### src/hw/rtl/atcw_pkg.sv
// shared types, constants and helper functions for the ansi text console writer
// depends on nothing; used by every module of the block by scoped names
package atcw_pkg;

    // screen geometry
    localparam int SCREEN_COLS = 80;
    localparam int SCREEN_ROWS = 25;

    localparam int ROW_W = 5;
    localparam int COL_W = 7;
    localparam int POS_W = 11;
    localparam int ACC_W = 8;

    localparam logic [ROW_W-1:0] LAST_ROW   = ROW_W'(SCREEN_ROWS - 1);
    localparam logic [COL_W-1:0] LAST_COL   = COL_W'(SCREEN_COLS - 1);
    localparam logic [POS_W-1:0] LAST_ROW_POS = POS_W'((SCREEN_ROWS - 1) * SCREEN_COLS);
    localparam logic [POS_W-1:0] COLS_POS   = POS_W'(SCREEN_COLS);

    // character codes
    localparam logic [7:0] CH_ESC   = 8'h1B;
    localparam logic [7:0] CH_LBR   = 8'h5B;
    localparam logic [7:0] CH_M     = 8'h6D;
    localparam logic [7:0] CH_NL    = 8'h0A;
    localparam logic [7:0] CH_SP    = 8'h20;
    localparam logic [7:0] CH_ZERO  = 8'h30;
    localparam logic [7:0] CH_NINE  = 8'h39;

    // sgr codes
    localparam logic [ACC_W-1:0] SGR_RESET  = 8'd0;
    localparam logic [ACC_W-1:0] SGR_FG_LO  = 8'd30;
    localparam logic [ACC_W-1:0] SGR_FG_HI  = 8'd37;
    localparam logic [ACC_W-1:0] SGR_BG_LO  = 8'd40;
    localparam logic [ACC_W-1:0] SGR_BG_HI  = 8'd47;
    localparam logic [ACC_W-1:0] ACC_MAX    = 8'd255;

    localparam logic [7:0] ATTR_DEFAULT = 8'h07;

    localparam int TDATA_W = 64;

    typedef enum logic [1:0] {
        PH_TEXT = 2'd0,
        PH_ESC  = 2'd1,
        PH_CSI  = 2'd2
    } phase_t;

    typedef struct packed {
        logic [ROW_W-1:0] row;
        logic [COL_W-1:0] col;
        logic [POS_W-1:0] pos;
    } cursor_t;

    // first member sits in the highest bits, so cell_write ends up at bit 0
    typedef struct packed {
        logic [POS_W-1:0] cursor_pos;
        logic             cursor_write;
        logic [15:0]      blank_entry;
        logic             scroll_up;
        logic [15:0]      cell_entry;
        logic [POS_W-1:0] cell_index;
        logic             cell_write;
    } res_t;

    typedef struct packed {
        logic last;
        res_t res;
    } entry_t;

    typedef struct packed {
        res_t    res;
        cursor_t cur;
    } plain_t;

    // ansi color number to vga color number
    function automatic logic [3:0] ansi_to_vga(input logic [2:0] c);
        logic [3:0] v;
        case (c)
            3'd0:    v = 4'd0;
            3'd1:    v = 4'd4;
            3'd2:    v = 4'd2;
            3'd3:    v = 4'd6;
            3'd4:    v = 4'd1;
            3'd5:    v = 4'd5;
            3'd6:    v = 4'd3;
            default: v = 4'd15;
        endcase
        return v;
    endfunction

    // one plain-text byte: newline or printed cell, with cursor advance
    function automatic plain_t emit_plain(input cursor_t cur, input logic [7:0] b,
                                          input logic [7:0] attr);
        plain_t p;
        logic   wrap_row;
        logic   bottom;
        p.cur = cur;
        p.res = '0;
        p.res.blank_entry = {attr, CH_SP};
        bottom = (cur.row == LAST_ROW);
        if (b == CH_NL)
        begin
            p.cur.col = '0;
            if (bottom)
            begin
                p.cur.pos = LAST_ROW_POS;
                p.res.scroll_up = 1'b1;
            end
            else
            begin
                p.cur.row = cur.row + 1'b1;
                p.cur.pos = cur.pos - POS_W'(cur.col) + COLS_POS;
            end
        end
        else
        begin
            wrap_row = (cur.col == LAST_COL);
            p.res.cell_write   = 1'b1;
            p.res.cell_index   = cur.pos;
            p.res.cell_entry   = {attr, b};
            p.res.cursor_write = 1'b1;
            if (!wrap_row)
            begin
                p.cur.col = cur.col + 1'b1;
                p.cur.pos = cur.pos + 1'b1;
            end
            else
            begin
                p.cur.col = '0;
                if (bottom)
                begin
                    p.cur.pos = LAST_ROW_POS;
                    p.res.scroll_up = 1'b1;
                end
                else
                begin
                    p.cur.row = cur.row + 1'b1;
                    p.cur.pos = cur.pos + 1'b1;
                end
            end
            p.res.cursor_pos = p.cur.pos;
        end
        return p;
    endfunction

endpackage

### src/hw/rtl/atcw_decoder.sv
// escape parser, attribute and cursor state; turns one byte into up to two results
// depends on atcw_pkg
module atcw_decoder
(
    input  logic                  clk,
    input  logic                  rst_n,
    input  logic                  take,
    input  logic [7:0]            ch,
    output logic [1:0]            push_cnt,
    output atcw_pkg::entry_t      push0,
    output atcw_pkg::entry_t      push1
);

    atcw_pkg::phase_t  phase_reg, phase_next;
    logic [atcw_pkg::ACC_W-1:0] accum_reg, accum_next;
    logic [7:0]        attr_reg, attr_next;
    atcw_pkg::cursor_t cur_reg, cur_next;

    atcw_pkg::plain_t  p_esc;
    atcw_pkg::plain_t  p_byte_a;
    atcw_pkg::plain_t  p_byte_b;
    logic              is_digit;
    logic [11:0]       acc_sum;

    always_ff @(posedge clk or negedge rst_n)
    begin
        if (!rst_n)
        begin
            phase_reg <= atcw_pkg::PH_TEXT;
            accum_reg <= '0;
            attr_reg  <= atcw_pkg::ATTR_DEFAULT;
            cur_reg   <= '0;
        end
        else if (take)
        begin
            phase_reg <= phase_next;
            accum_reg <= accum_next;
            attr_reg  <= attr_next;
            cur_reg   <= cur_next;
        end
    end

    always_comb
    begin
        is_digit = (ch >= atcw_pkg::CH_ZERO) && (ch <= atcw_pkg::CH_NINE);
        acc_sum  = 12'(accum_reg) * 12'd10 + 12'(ch - atcw_pkg::CH_ZERO);
        // pending esc printed first, then the byte from the advanced cursor
        p_esc    = atcw_pkg::emit_plain(cur_reg, atcw_pkg::CH_ESC, attr_reg);
        p_byte_a = atcw_pkg::emit_plain(cur_reg, ch, attr_reg);
        p_byte_b = atcw_pkg::emit_plain(p_esc.cur, ch, attr_reg);

        phase_next = phase_reg;
        accum_next = accum_reg;
        attr_next  = attr_reg;
        cur_next   = cur_reg;
        push_cnt   = 2'd0;
        push0      = '0;
        push1      = '0;

        unique case (phase_reg)
            atcw_pkg::PH_CSI:
            begin
                if (is_digit)
                begin
                    accum_next = (acc_sum > 12'(atcw_pkg::ACC_MAX)) ? atcw_pkg::ACC_MAX
                                                                    : acc_sum[7:0];
                end
                else
                begin
                    phase_next = atcw_pkg::PH_TEXT;
                    if (ch == atcw_pkg::CH_M)
                    begin
                        if (accum_reg == atcw_pkg::SGR_RESET)
                            attr_next = atcw_pkg::ATTR_DEFAULT;
                        else if (accum_reg >= atcw_pkg::SGR_FG_LO &&
                                 accum_reg <= atcw_pkg::SGR_FG_HI)
                            attr_next = {attr_reg[7:4], atcw_pkg::ansi_to_vga(accum_reg[2:0]
                                         - 3'd6)};
                        else if (accum_reg >= atcw_pkg::SGR_BG_LO &&
                                 accum_reg <= atcw_pkg::SGR_BG_HI)
                            attr_next = {atcw_pkg::ansi_to_vga(accum_reg[2:0]),
                                         attr_reg[3:0]};
                    end
                end
            end
            atcw_pkg::PH_ESC:
            begin
                if (ch == atcw_pkg::CH_LBR)
                begin
                    phase_next = atcw_pkg::PH_CSI;
                    accum_next = '0;
                end
                else
                begin
                    push0.res = p_esc.res;
                    if (ch == atcw_pkg::CH_ESC)
                    begin
                        phase_next = atcw_pkg::PH_ESC;
                        cur_next   = p_esc.cur;
                        push_cnt   = 2'd1;
                        push0.last = 1'b1;
                    end
                    else
                    begin
                        phase_next = atcw_pkg::PH_TEXT;
                        cur_next   = p_byte_b.cur;
                        push_cnt   = 2'd2;
                        push1.res  = p_byte_b.res;
                        push1.last = 1'b1;
                    end
                end
            end
            default:
            begin
                // plain text, and the unused phase code
                if (ch == atcw_pkg::CH_ESC)
                begin
                    phase_next = atcw_pkg::PH_ESC;
                end
                else
                begin
                    phase_next = atcw_pkg::PH_TEXT;
                    cur_next   = p_byte_a.cur;
                    push_cnt   = 2'd1;
                    push0.res  = p_byte_a.res;
                    push0.last = 1'b1;
                end
            end
        endcase

        // results reach the queue only for a byte that is consumed this cycle
        if (!take)
            push_cnt = 2'd0;
    end

endmodule

### src/hw/rtl/atcw_result_fifo.sv
// four-entry result queue, up to two pushes and one pop per cycle
// depends on atcw_pkg
module atcw_result_fifo
(
    input  logic             clk,
    input  logic             rst_n,
    input  logic [1:0]       push_cnt,
    input  atcw_pkg::entry_t push0,
    input  atcw_pkg::entry_t push1,
    input  logic             pop,
    output atcw_pkg::entry_t head,
    output logic             head_valid,
    output logic             space2
);

    atcw_pkg::entry_t mem_reg [4];
    logic [1:0] wr_ptr_reg, wr_ptr_next;
    logic [1:0] rd_ptr_reg, rd_ptr_next;
    logic [2:0] count_reg, count_next;
    logic [1:0] wr_ptr_inc;
    logic       do_pop;

    always_comb
    begin
        do_pop      = pop && (count_reg != 3'd0);
        wr_ptr_inc  = wr_ptr_reg + 2'd1;
        wr_ptr_next = wr_ptr_reg + push_cnt;
        rd_ptr_next = rd_ptr_reg + 2'(do_pop);
        count_next  = count_reg + 3'(push_cnt) - 3'(do_pop);
        head        = mem_reg[rd_ptr_reg];
        head_valid  = (count_reg != 3'd0);
        space2      = (count_reg <= 3'd2);
    end

    always_ff @(posedge clk or negedge rst_n)
    begin
        if (!rst_n)
        begin
            wr_ptr_reg <= '0;
            rd_ptr_reg <= '0;
            count_reg  <= '0;
        end
        else
        begin
            wr_ptr_reg <= wr_ptr_next;
            rd_ptr_reg <= rd_ptr_next;
            count_reg  <= count_next;
        end
    end

    always_ff @(posedge clk)
    begin
        if (push_cnt != 2'd0)
            mem_reg[wr_ptr_reg] <= push0;
        if (push_cnt == 2'd2)
            mem_reg[wr_ptr_inc] <= push1;
    end

endmodule

### src/hw/rtl/ansi_text_console_writer_core.sv
// top level of the ansi text console writer: input register, decoder, result queue
// depends on atcw_pkg, atcw_decoder and atcw_result_fifo
//
// usage
//   s_axis carries one console byte per transaction (tdata[7:0] = ch)
//   m_axis carries text cell / cursor / scroll commands for the display memory;
//   tlast marks the final result caused by one input byte
//   a printed byte gives one result, a newline one, an esc that is not followed
//   by '[' gives an extra result ahead of the next byte; escape bytes give none
// data path
//   an accepted byte waits in the input register, is decoded from there into the
//   result queue, and leaves on m_axis from the head of that queue
// throughput
//   one byte per cycle while m_axis_tready is high and each byte gives at most
//   one result; a byte's two results leave in turn on the single result port
// reset
//   rst_n clears the parser to plain text, the attribute to light grey on black
//   (0x07), the cursor to row 0 column 0, and empties the input and result stages
// stalls
//   results wait in a four-entry queue; the input register keeps taking bytes
//   while two queue entries are free, so a stalled receiver backs up into
//   s_axis_tready only once fewer than two queue entries are free
module ansi_text_console_writer_core
(
    input  logic        clk,
    input  logic        rst_n,
    input  logic        s_axis_tvalid,
    output logic        s_axis_tready,
    input  logic [7:0]  s_axis_tdata,   // [7:0] ch
    output logic        m_axis_tvalid,
    input  logic        m_axis_tready,
    // [0] cell_write, [11:1] cell_index, [27:12] cell_entry, [28] scroll_up,
    // [44:29] blank_entry, [45] cursor_write, [56:46] cursor_pos, [63:57] zero
    output logic [atcw_pkg::TDATA_W-1:0] m_axis_tdata,
    output logic        m_axis_tlast
);

    // input register
    logic       in_valid_reg, in_valid_next;
    logic [7:0] in_ch_reg;

    logic             take;
    logic             space2;
    logic [1:0]       push_cnt;
    atcw_pkg::entry_t push0;
    atcw_pkg::entry_t push1;
    atcw_pkg::entry_t head;
    logic             head_valid;

    // the decoder only runs when the queue can hold both possible results
    assign take          = in_valid_reg && space2;
    assign s_axis_tready = !in_valid_reg || space2;

    always_comb
    begin
        in_valid_next = in_valid_reg;
        if (s_axis_tvalid && s_axis_tready)
            in_valid_next = 1'b1;
        else if (take)
            in_valid_next = 1'b0;
    end

    always_ff @(posedge clk or negedge rst_n)
    begin
        if (!rst_n)
            in_valid_reg <= 1'b0;
        else
            in_valid_reg <= in_valid_next;
    end

    always_ff @(posedge clk)
    begin
        if (s_axis_tvalid && s_axis_tready)
            in_ch_reg <= s_axis_tdata;
    end

    atcw_decoder u_decoder
    (
        .clk      (clk),
        .rst_n    (rst_n),
        .take     (take),
        .ch       (in_ch_reg),
        .push_cnt (push_cnt),
        .push0    (push0),
        .push1    (push1)
    );

    atcw_result_fifo u_result_fifo
    (
        .clk        (clk),
        .rst_n      (rst_n),
        .push_cnt   (push_cnt),
        .push0      (push0),
        .push1      (push1),
        .pop        (m_axis_tready),
        .head       (head),
        .head_valid (head_valid),
        .space2     (space2)
    );

    // result fields packed from bit 0 up, padded to whole bytes
    assign m_axis_tvalid = head_valid;
    assign m_axis_tdata  = {{(atcw_pkg::TDATA_W - $bits(atcw_pkg::res_t)){1'b0}}, head.res};
    assign m_axis_tlast  = head.last;

endmodule

### config.mk
export PLATFORM = sky130hd
export DESIGN_NAME = ansi_text_console_writer_core
export DESIGN_NICKNAME = d
export VERILOG_FILES = /design/src/hw/rtl/atcw_pkg.sv /design/src/hw/rtl/atcw_decoder.sv /design/src/hw/rtl/atcw_result_fifo.sv /design/src/hw/rtl/ansi_text_console_writer_core.sv
export SDC_FILE = /design/constraint.sdc
export NUM_CORES = 1
export LEC_CHECK = 0
export ABC_AREA = 1
export ABC_CLOCK_PERIOD_IN_PS = 5400
export BUFFER_PORTS_ARGS = -buffer_cell sky130_fd_sc_hd__buf_4
export CORE_UTILIZATION = 28
export CTS_BUF_LIST = sky130_fd_sc_hd__clkbuf_8 sky130_fd_sc_hd__clkbuf_16
export CTS_CLUSTER_SIZE = 28
export DETAILED_ROUTE_END_ITERATION = 7
export SLEW_MARGIN = 10
export SYNTH_ARGS = -nofsm -noshare
export SYNTH_HDL_FRONTEND = slang
export SYNTH_SLANG_ARGS = --single-unit
export TNS_END_PERCENT = 20
### constraint.sdc
create_clock -name clk -period 5.4 [get_ports clk]
set_clock_uncertainty 0.15 [all_clocks]
set_input_delay 0.54 -clock clk [delete_from_list [all_inputs] [get_ports clk]]
set_output_delay 0.54 -clock clk [all_outputs]
set_load 0.005 [all_outputs]
==> results.py, run 1 <==
metrics = {
    "run_status": {
        "run_status": "complete, no violations",
    },
    "cts": {
        "cts_inserted_buffers": 30,
        "clockRootBuffer": "clkbuf_16",
        "clockBufferDepth": 3,
        "cts_resized": 0,
        "cts.htree.levels": 1,
        "cts.sinks": 257,
        "cts_tree": "yes",
        "clk_latency_ps": 570,
        "clkTransAtPathRegs_ps": 60,
    },
    "sta": {
        "fmax_mhz": 231,
        "worst_slack_ps": 1060,
        "drv_slew": 0,
        "period_share_pct": 80.3,
        "slew_headroom_pct": 31.8,
        "tightest_slew_ps": 1020,
        "fin_crit_ps": 4340,
        "finalSetupTns_ps": 0,
        "rsz0062_at_grt": "false",
        "setup_viol": 0,
        "hold_violations": 0,
    },
    "synth": {
        "post-synth-top-count-cell": "nand2_1",
        "synth-simple-area-share_pct": 21.9,
        "synth_compound_area_share_pct": 15.4,
        "synthMuxAreaShare_pct": 0,
        "synthAdderAreaFrac_pct": 6.79,
        "yosysTopAreaCell": "edfxtp_1",
        "yosysWarnings": 0,
        "netlist.area_leader.share_pct": 39.0,
        "ys_ff_latch": 257,
        "synth_cell_types": 54,
        "synth-xor-area-share_pct": 1.91,
        "ys_seq_area_share_pct": 46.6,
        "synth_area_leaders": "edfxtp_1 39%, nand2_1 9.3%, o21ai_0 8.9%",
        "synth_edf_count": 208,
        "avgSynthCellArea_sq_um": 8.29,
        "synthFlopType": "edfxtp_1",
        "synth_area_sq_mm": 0.0160,
        "async_flop_share_pct": 19.1,
        "synth_commonest_cells": "396 x nand2_1, 284 x o21ai_0, 235 x nor2_1, 208 x edfxtp_1, 159 x inv_1",
        "syn-instance-count": 1934,
        "synth_top_family_by_area": "simple AND/OR/NAND/NOR gates",
    },
    "power": {
        "leakage_uw": 0.00742,
        "power.density_mw_per_mm2": 619,
        "ir_drop_mv": 0.328,
    },
    "global_routing": {
        "grt_max_degree": 102,
        "grt_pass1_wl_um": 74400,
        "grt_use_total_pct": 16.4,
        "grt_overflow": 0,
        "antenna_found_initial": 1,
        "grt_pass1_vias": 13200,
    },
    "critical_path": {
        "ff2ff_path_depth": 12,
        "setup.worst_path.class": "flip-flop to flip-flop",
        "cp-start-kind": "flip-flop",
        "timing.rr.start": "in_ch_reg[5]$_DFFE_PP_",
        "r2r_end": "u_result_fifo.mem_reg[1][7]$_DFFE_PP_",
        "crit_fanout": 44,
        "cp.arrival_ps": 4400,
        "critPathCaptureType": "flip-flop",
        "crit_chain": "inv_1 -> ha_1 -> nand2_1 -> nor2_4 -> inv_4 -> nand2_2 -> clkinv_2 -> nand2_4 -> nor2_4 -> inv_2 -> o21ai_4 -> buf_4",
        "required_ps": 5460,
        "worst-path-buf-inv": 5,
        "cp_common_cell": "nor2_4",
        "reg2reg_slack_ps": 1060,
        "critPathTopFamily": "buffers and inverters",
        "cp_slowest_stage_delay_ps": 770,
        "critPathSlowestCell": "nor2_4",
    },
    "routing": {
        "first_iter_violations": 1369,
        "ant_nets": 0,
        "num_vias": 13700,
        "drt_pass1_iterations": 6,
        "route.detailed.drc": 0,
        "totalWireLength_um": 47700,
        "wire_per_inst_um": 17.5,
        "via_per_inst": 5.01,
    },
    "layout": {
        "n_antenna_cell": 0,
        "final_util_pct": 32.2,
        "largest_register_ffs": 200,
        "nets": 2051,
        "area_delta_synth_final_pct": 13.4,
        "drive_gt1_share_pct": 9.25,
        "stdcell_count": 2734,
        "fill_cells": 5822,
    },
    "worst_hold_path": {
        "min_from": "s_axis_tdata[0]",
        "min_path_type": "input pin to flip-flop",
        "min_path_cells": 1,
        "whs_endpoint": "in_ch_reg[0]$_DFFE_PP_",
    },
    "die": {
        "initial_core_util_pct": 28.4,
        "dieHeight_um": 241,
        "design.die.area_sq_mm": 0.0582,
        "num_rows": 87,
        "coreArea_sq_mm": 0.0565,
        "die-width_um": 241,
        "io_pins": 79,
    },
    "placed_design": {
        "post-place-ws_ps": 1060,
        "io_buffers": 64,
        "dpl.hpwl_um": 33900,
        "place.gp.congestion": 0.912,
        "placedCellCount": 2673,
    },
    "job": {
        "drv_cap": 0,
    },
}
-- layout by cell type, fill, tap and decap left out, drive strengths merged, types with 2 or more instances in the layout --
cell type / n
a211oi: 2
fa: 5
dfrtp: 46
nand4: 29
bufinv: 4
o21ai: 307
a21o: 3
clkbuf: 30
inv: 175
nor4: 2
o211ai: 7
o21bai: 4
nand2: 408
o22ai: 51
a31oi: 6
xnor2: 10
nand3: 112
o31ai: 2
clkinv: 15
nor3: 11
clkinvlp: 4
xor2: 25
a22oi: 7
conb: 14
ha: 79
dlygate4sd3: 6
nor2: 250
edfxtp: 208
or2: 4
dfstp: 3
a21boi: 2
a21oi: 65
buf: 75
-- cell families after synthesis --
kind of cell,Yosys count
adder cells (fa/ha/maj),84
AND/OR/NAND/NOR,819
AO/OA/AOI/OAI,460
XOR/XNOR,35
other,1
buffers and inverters,278
flip-flops,257
-- routing by layer --
metal,up-vias,track usage (%),part of all wire (%)
li1,6620,-,-
met5,-,0,0.025
met4,2,4.89,2.7
met1,6536,21.8,43
met3,71,2.26,6.8
met2,480,27.5,47
-- area by class of cell --
cell class	instances	area (sq um)	area share, %
Clock buffer	30	751	4.13
Clock inverter	25	260	1.43
Inverter	173	653	3.59
Multi-Input combinational cell	1412	7470	41.1
Sequential cell	257	7480	41.1
Tap cell	756	946	5.20
Timing Repair Buffer	81	623	3.43
-- worst max path at each step --
stage,startpoint,end,slack (ps),cells past startpoint
final,in_ch_reg[5]$_DFFE_PP_,u_result_fifo.mem_reg[1][7]$_DFFE_PP_,1060,12
after global routing,in_ch_reg[5]$_DFFE_PP_,u_result_fifo.mem_reg[0][7]$_DFFE_PP_,760,12
after CTS,in_ch_reg[5]$_DFFE_PP_,u_result_fifo.mem_reg[1][7]$_DFFE_PP_,1060,12
after detailed placement,in_ch_reg[5]$_DFFE_PP_,u_result_fifo.mem_reg[1][45]$_DFFE_PP_,1060,12
after global placement,in_ch_reg[2]$_DFFE_PP_,u_result_fifo.mem_reg[1][44]$_DFFE_PP_,1180,15
after floorplan,u_decoder.phase_reg[0]$_DFFE_PN0P_,u_result_fifo.mem_reg[0][10]$_DFFE_PP_,-390,11
-- worst register-to-register path, stage by stage (launching register included) --
cell	delay, ps
edfxtp_1	450
inv_1	90
ha_1	210
nand2_1	110
nor2_4	100
inv_4	200
nand2_2	110
clkinv_2	140
nand2_4	150
nor2_4	770
inv_2	490
o21ai_4	450
buf_4	550
-- metrics by stage --
step,hold WS (ps),area (sq um),power [uW]
6_report,14.5,18200,11300
5_1_grt,0.271,18200,12200
3_5_place_dp,342,17100,9200
3_3_place_gp,337,17100,9080
2_1_floorplan,94.4,16100,7140
4_1_cts,2.89,18200,11300
-- power by group --
group / internal (uW) / switching [uW] / leakage, uW
Clock: 1210 / 854 / 0.000488
Combinational: 2080 / 3910 / 0.00447
Sequential: 2840 / 356 / 0.00247
-- timing repair --
| item | 4_1_cts | 5_1_grt |
|---|---|---|
| setup buffers | 0 | 0 |
| endpoints found under the hold margin | 51 | 0 |
| hold buffers | 6 | 0 |
Power figures use the tool's default switching activity.
==> inputs of run 2 (changes only) <==
--- a/config.mk
+++ b/config.mk
@@ -5,8 +5,8 @@
 export SDC_FILE = /design/constraint.sdc
 export NUM_CORES = 1
 export LEC_CHECK = 0
-export ABC_AREA = 1
-export ABC_CLOCK_PERIOD_IN_PS = 5400
+export ABC_AREA = 0
+export ABC_CLOCK_PERIOD_IN_PS = 4400
 export BUFFER_PORTS_ARGS = -buffer_cell sky130_fd_sc_hd__buf_4
 export CORE_UTILIZATION = 28
 export CTS_BUF_LIST = sky130_fd_sc_hd__clkbuf_8 sky130_fd_sc_hd__clkbuf_16
==> constraint.sdc (replaced) <==
create_clock -name clk -period 4.4 [get_ports clk]
set_clock_uncertainty 0.15 [all_clocks]
set_input_delay 0.44 -clock clk [delete_from_list [all_inputs] [get_ports clk]]
set_output_delay 0.44 -clock clk [all_outputs]
set_load 0.005 [all_outputs]
==> results.py, run 2 <==
metrics = {
    "sta": {
        "worst_slack_ps": 237,
        "period_share_pct": 94.6,
        "fin_crit_ps": 4160,
        "holdWs_ps": 219,
        "rsz0062_at_grt": "true",
        "fmax_mhz": 240,
        "slew_headroom_pct": 36.4,
        "drv_slew": 0,
        "setup_viol": 0,
        "hold_violations": 0,
        "tightest_slew_ps": 954,
    },
    "die": {
        "io_pins": 79,
        "design.die.area_sq_mm": 0.0563,
        "initial_core_util_pct": 28.6,
        "dieHeight_um": 237,
        "coreArea_sq_mm": 0.0542,
        "num_rows": 85,
        "die-width_um": 237,
    },
    "global_routing": {
        "grt_overflow": 0,
        "grt_max_degree": 52,
        "antenna_found_initial": 3,
        "grt_use_total_pct": 15.2,
        "grt_pass1_vias": 11800,
        "grt_pass1_wl_um": 67200,
    },
    "critical_path": {
        "required_ps": 4660,
        "cp_slowest_stage_delay_ps": 510,
        "crit_chain": "ha_1 -> nand3_1 -> nor2_1 -> nand2_1 -> nand2_1 -> inv_1 -> ha_1 -> ha_1 -> inv_1 -> fa_1 -> nor2b_1 -> o21ai_0 -> nand2b_1 -> a31oi_1 -> a221o_1 -> xnor2_1 -> o21ai_0 -> o221ai_1",
        "critPathSlowestCell": "dfrtp_1",
        "critPathTopFamily": "adder cells",
        "setup.worst_path.class": "flip-flop to flip-flop",
        "crit_fanout": 8,
        "cp.arrival_ps": 4430,
        "cp-start-kind": "flip-flop",
        "cp_common_cell": "ha_1",
        "critPathCaptureType": "flip-flop",
        "worst-path-buf-inv": 2,
    },
    "placed_design": {
        "place.gp.congestion": 0.963,
        "placedCellCount": 2166,
        "io_buffers": 64,
        "dpl.hpwl_um": 29600,
        "post-place-ws_ps": 216,
    },
    "synth": {
        "yosysWarnings": 0,
        "post-synth-top-count-cell": "edfxtp_1",
        "synthFlopType": "edfxtp_1",
        "synth_commonest_cells": "208 x edfxtp_1, 133 x o21ai_0, 130 x nand2_1, 107 x nor2_1, 79 x ha_1",
        "avgSynthCellArea_sq_um": 10.7,
        "synth_cell_types": 78,
        "ys_ff_latch": 257,
        "syn-instance-count": 1447,
        "synth_edf_count": 208,
        "ys_seq_area_share_pct": 48.2,
        "synth_area_leaders": "edfxtp_1 40%, dfrtp_1 7.4%, mux4_2 7.3%",
        "synth_area_sq_mm": 0.0155,
        "async_flop_share_pct": 19.1,
        "yosysTopAreaCell": "edfxtp_1",
        "netlist.area_leader.share_pct": 40.3,
    },
    "cts": {
        "clk_latency_ps": 570,
        "cts_inserted_buffers": 27,
        "cts_setup_buffers": 0,
        "cts_tree": "yes",
        "clockBufferDepth": 3,
        "cts.sinks": 257,
        "cts.htree.levels": 1,
        "clkTransAtPathRegs_ps": 70,
        "clockRootBuffer": "clkbuf_16",
    },
    "power": {
        "ir_drop_mv": 0.267,
        "leakage_uw": 0.00671,
        "power.total_uw": 11900,
        "power.density_mw_per_mm2": 666,
    },
    "layout": {
        "area_delta_synth_final_pct": 14.8,
        "drive_gt1_share_pct": 15.7,
        "largest_register_ffs": 200,
        "final_common_cell": "edfxtp_1",
        "layout_common_cells": "208 x edfxtp_1, 132 x o21ai_0, 130 x nand2_1, 108 x buf_4, 105 x nor2_1",
        "nets": 1605,
        "final_util_pct": 32.8,
        "stdcell_count": 2223,
        "fill_cells": 5466,
    },
    "routing": {
        "ant_nets": 0,
        "drt_pass1_iterations": 5,
        "num_vias": 11500,
        "route.detailed.drc": 0,
        "totalWireLength_um": 42500,
        "wire_per_inst_um": 19.1,
        "first_iter_violations": 920,
        "via_per_inst": 5.18,
    },
    "worst_hold_path": {
        "min_path_type": "input pin to flip-flop",
    },
    "job": {
        "drv_cap": 0,
    },
    "run_status": {
        "run_status": "complete, no violations",
    },
}
## run 2: final timing paths
kind                                                          to                                 start  cells after the start  slack (ps)
max in group asynchronous  u_result_fifo.rd_ptr_reg[0]$_DFF_PN0_                                 rst_n                      2        3160
min reg2reg                 u_result_fifo.count_reg[2]$_DFF_PN0_  u_result_fifo.count_reg[2]$_DFF_PN0_                      1         350
max                             u_decoder.cur_reg[9]$_DFFE_PN0P_     u_decoder.cur_reg[11]$_DFFE_PN0P_                     18         240
min in group asynchronous     u_decoder.accum_reg[4]$_DFFE_PN0P_                                 rst_n                      2         370
min                        u_result_fifo.rd_ptr_reg[0]$_DFF_PN0_                         m_axis_tready                      3         220
max reg2reg                     u_decoder.cur_reg[9]$_DFFE_PN0P_     u_decoder.cur_reg[11]$_DFFE_PN0P_                     18         240
## run 2: worst reg2reg max path: cells and delay by family, from the launching register on
kind / cells / cell delay [ps]
fa+ha+maj: 4 / 1170
buf+inv: 2 / 150
compound gates: 5 / 830
flops: 1 / 510
simple gates: 6 / 1080
xor+xnor: 1 / 130
## run 2: what timing repair did
item | CTS | global route
gates resized for setup | 0 | 5
hold buffers | 10 | 0
endpoints found under the setup margin | 0 | 5
endpoints found under the hold margin | 55 | 0
## run 2: cells by family after synthesis
logic type / Yosys count / share of synthesized area [%]
multiplexers: 73 / 8.77
adder cells (fa/ha/maj): 84 / 7.02
AO/OA/AOI/OAI: 320 / 12.5
other: 1 / 0.0242
AND/OR/NAND/NOR: 470 / 15.0
flip-flops: 257 / 48.2
XOR/XNOR: 66 / 3.73
buffers and inverters: 176 / 4.76
## run 2: metal layers
layer | up-vias | GRT usage (%) | share of wire, %
met5 | - | 0 | 0.040
met4 | 2 | 5.55 | 2.9
met3 | 75 | 2.69 | 7.2
met2 | 414 | 24.8 | 46
met1 | 5614 | 20.0 | 44
li1 | 5416 | - | -
## run 2: area by class of cell
| type | instances | area [sq um] | share of cell area [%] |
|---|---|---|---|
| flip-flops and latches | 257 | 7480 | 42.0 |
| multi-input cells | 1027 | 7420 | 41.7 |
| repair buffers | 120 | 951 | 5.34 |
| well taps | 696 | 871 | 4.89 |
| clock buffers | 27 | 676 | 3.79 |
| inverters | 76 | 285 | 1.60 |
| clock inverters | 18 | 114 | 0.639 |
| diodes | 2 | 5.00 | 0.0281 |
## run 2: per-stage QoR
step	setup TNS (ps)	cell area, sq um
after floorplan	-18800	15600
after global placement	0	16900
after detailed placement	0	16900
after CTS	0	17800
after global routing	-26.3	17800
final	0	17800
## run 2: where the power goes
group | switching [uW] | leakage, uW | internal [uW]
sequential | 602 | 0.00251 | 3340
clock | 993 | 0.000397 | 1120
combinational | 3220 | 0.00380 | 2580
==> inputs of run 3 (changes only) <==
--- a/config.mk
+++ b/config.mk
@@ -12,6 +12,7 @@
 export CTS_BUF_LIST = sky130_fd_sc_hd__clkbuf_8 sky130_fd_sc_hd__clkbuf_16
 export CTS_CLUSTER_SIZE = 28
 export DETAILED_ROUTE_END_ITERATION = 7
+export MAX_ROUTING_LAYER = met4
 export SLEW_MARGIN = 10
 export SYNTH_ARGS = -nofsm -noshare
 export SYNTH_HDL_FRONTEND = slang
==> results.py, run 3 (same netlist as run 2, synthesis figures left out) <==
metrics = {
    "critical_path": {
        "crit_chain": "or3b_1 -> nor3_2 -> nor2_1 -> ha_1 -> ha_1 -> nand3_1 -> o211ai_1 -> o41ai_1 -> xor2_1 -> o22ai_1 -> a221oi_1 -> a32o_1",
        "required_ps": 4740,
        "critical_path_depth": 12,
        "critPathCaptureType": "flip-flop",
        "critPathSlowestCell": "or3b_1",
        "setup.worst_path.class": "flip-flop to flip-flop",
        "crit_fanout": 10,
        "timing.rr.start": "u_decoder.cur_reg[17]$_DFFE_PN0P_",
        "cp-start-kind": "flip-flop",
        "reg2reg_slack_ps": 330,
        "cp.arrival_ps": 4410,
        "critPathTopFamily": "simple AND/OR/NAND/NOR gates",
        "worst-path-buf-inv": 0,
        "worstSetupStartpoint": "u_decoder.cur_reg[17]$_DFFE_PN0P_",
        "ff2ff_path_depth": 12,
        "cp_common_cell": "ha_1",
        "cp_slowest_stage_delay_ps": 560,
    },
    "layout": {
        "drive_gt1_share_pct": 15.5,
        "area_delta_synth_final_pct": 15.2,
        "nets": 1602,
        "fill_cells": 5436,
        "layout_common_cells": "208 x edfxtp_1, 132 x o21ai_0, 130 x nand2_1, 106 x nor2_1, 104 x buf_4",
        "final_common_cell": "edfxtp_1",
        "stdcell_count": 2225,
        "stdcell_area_sq_mm": 0.0179,
        "final_util_pct": 32.9,
        "largest_register_ffs": 200,
    },
    "placed_design": {
        "placed_area_sq_mm": 0.0169,
        "dpl.hpwl_um": 29400,
        "place.gp.congestion": 0.959,
        "placedCellCount": 2164,
        "io_buffers": 64,
    },
    "worst_hold_path": {
        "min_from": "m_axis_tready",
        "min_path_cells": 3,
        "min_path_type": "input pin to flip-flop",
    },
    "cts": {
        "clockRootBuffer": "clkbuf_16",
        "cts_setup_buffers": 0,
        "clockBufferDepth": 3,
        "cts_resized": 0,
        "cts.sinks": 257,
        "clkTransAtPathRegs_ps": 60,
        "cts.htree.levels": 1,
        "cts_tree": "yes",
        "cts_hold_buffers": 10,
        "clk_latency_ps": 560,
        "cts_inserted_buffers": 26,
    },
    "die": {
        "io_pins": 79,
        "dieHeight_um": 237,
        "coreArea_sq_mm": 0.0542,
        "design.die.area_sq_mm": 0.0563,
        "die-width_um": 237,
        "num_rows": 85,
        "initial_core_util_pct": 28.6,
    },
    "job": {
        "drv_cap": 0,
    },
    "global_routing": {
        "grt_overflow": 0,
        "grt_pass1_wl_um": 65600,
        "grt_use_total_pct": 15.3,
        "grt_max_degree": 52,
        "grt_pass1_vias": 11400,
        "antenna_found_initial": 3,
    },
    "routing": {
        "first_iter_violations": 905,
        "route.detailed.drc": 0,
        "ant_nets": 0,
        "via_per_inst": 5.16,
        "wire_per_inst_um": 18.8,
        "drt_pass1_iterations": 5,
        "totalWireLength_um": 41800,
        "num_vias": 11500,
    },
    "power": {
        "power.total_uw": 11900,
        "leakage_uw": 0.00673,
        "ir_drop_mv": 0.430,
        "power.density_mw_per_mm2": 668,
    },
    "sta": {
        "fmax_mhz": 245,
        "finalSetupTns_ps": 0,
        "slew_headroom_pct": 37.7,
        "drv_slew": 0,
        "setup_viol": 0,
        "rsz0062_at_grt": "false",
        "tightest_slew_ps": 935,
        "fin_crit_ps": 4070,
        "hold_violations": 0,
        "period_share_pct": 92.6,
    },
    "run_status": {
        "run_status": "complete, no violations",
    },
}
-- run 3: cell count changes in the layout (fill, tap and decap cells not counted), moves of 2 or more --
cell and delta:
clkinv_2 +2, buf_12 +2, bufinv_16 +2, buf_4 -4
inv_6 +2, clkinvlp_4 -3
-- run 3: per-layer routing --
metal / vias to the layer above / share of wire, % / GRT usage, % / wire length (um)
met2: 390 / 46 / 24.2 / 19200
met5: - / 0 / - / 0
li1: 5407 / - / - / -
met1: 5618 / 45 / 20.1 / 18700
met3: 68 / 6.7 / 2.25 / 2810
met4: 0 / 2.8 / 5.06 / 1150
-- run 3: power breakdown --
part	internal [uW]	leakage, uW	switching [uW]
logic	2570	0.00378	3290
clock network	1230	0.000439	994
registers	3340	0.00251	504
total	7150	0.00673	4790
-- run 3: metrics by stage --
| step | worst slack [ps] | hold WS [ps] |
|---|---|---|
| final | 326 | 278 |
| after global routing | 16.1 | 285 |
| after CTS | 392 | 272 |
| after detailed placement | 418 | 333 |
| after global placement | 442 | 327 |
| after floorplan | -256 | -5.59 |
-- run 3: worst paths after layout --
path,to
setup / recovery,u_decoder.cur_reg[8]$_DFFE_PN0P_
max in group asynchronous,u_result_fifo.rd_ptr_reg[1]$_DFF_PN0_
hold reg to reg,u_result_fifo.count_reg[2]$_DFF_PN0_
min in group asynchronous,u_decoder.accum_reg[6]$_DFFE_PN0P_
hold / removal,u_result_fifo.rd_ptr_reg[0]$_DFF_PN0_
setup reg to reg,u_decoder.cur_reg[8]$_DFFE_PN0P_
-- run 3: area by class of cell --
cell class	instances	area (sq um)	share of cell area, %
clock buffers	27	664	3.72
flip-flops and latches	257	7480	41.9
well taps	696	871	4.88
multi-input cells	1027	7390	41.4
clock inverters	21	196	1.10
inverters	76	285	1.60
diodes	3	7.51	0.0420
repair buffers	118	961	5.38
-- run 3: worst min-delay path, stage by stage --
cell and delay, ps:
buf_4 70, and2_1 270, ha_1 170
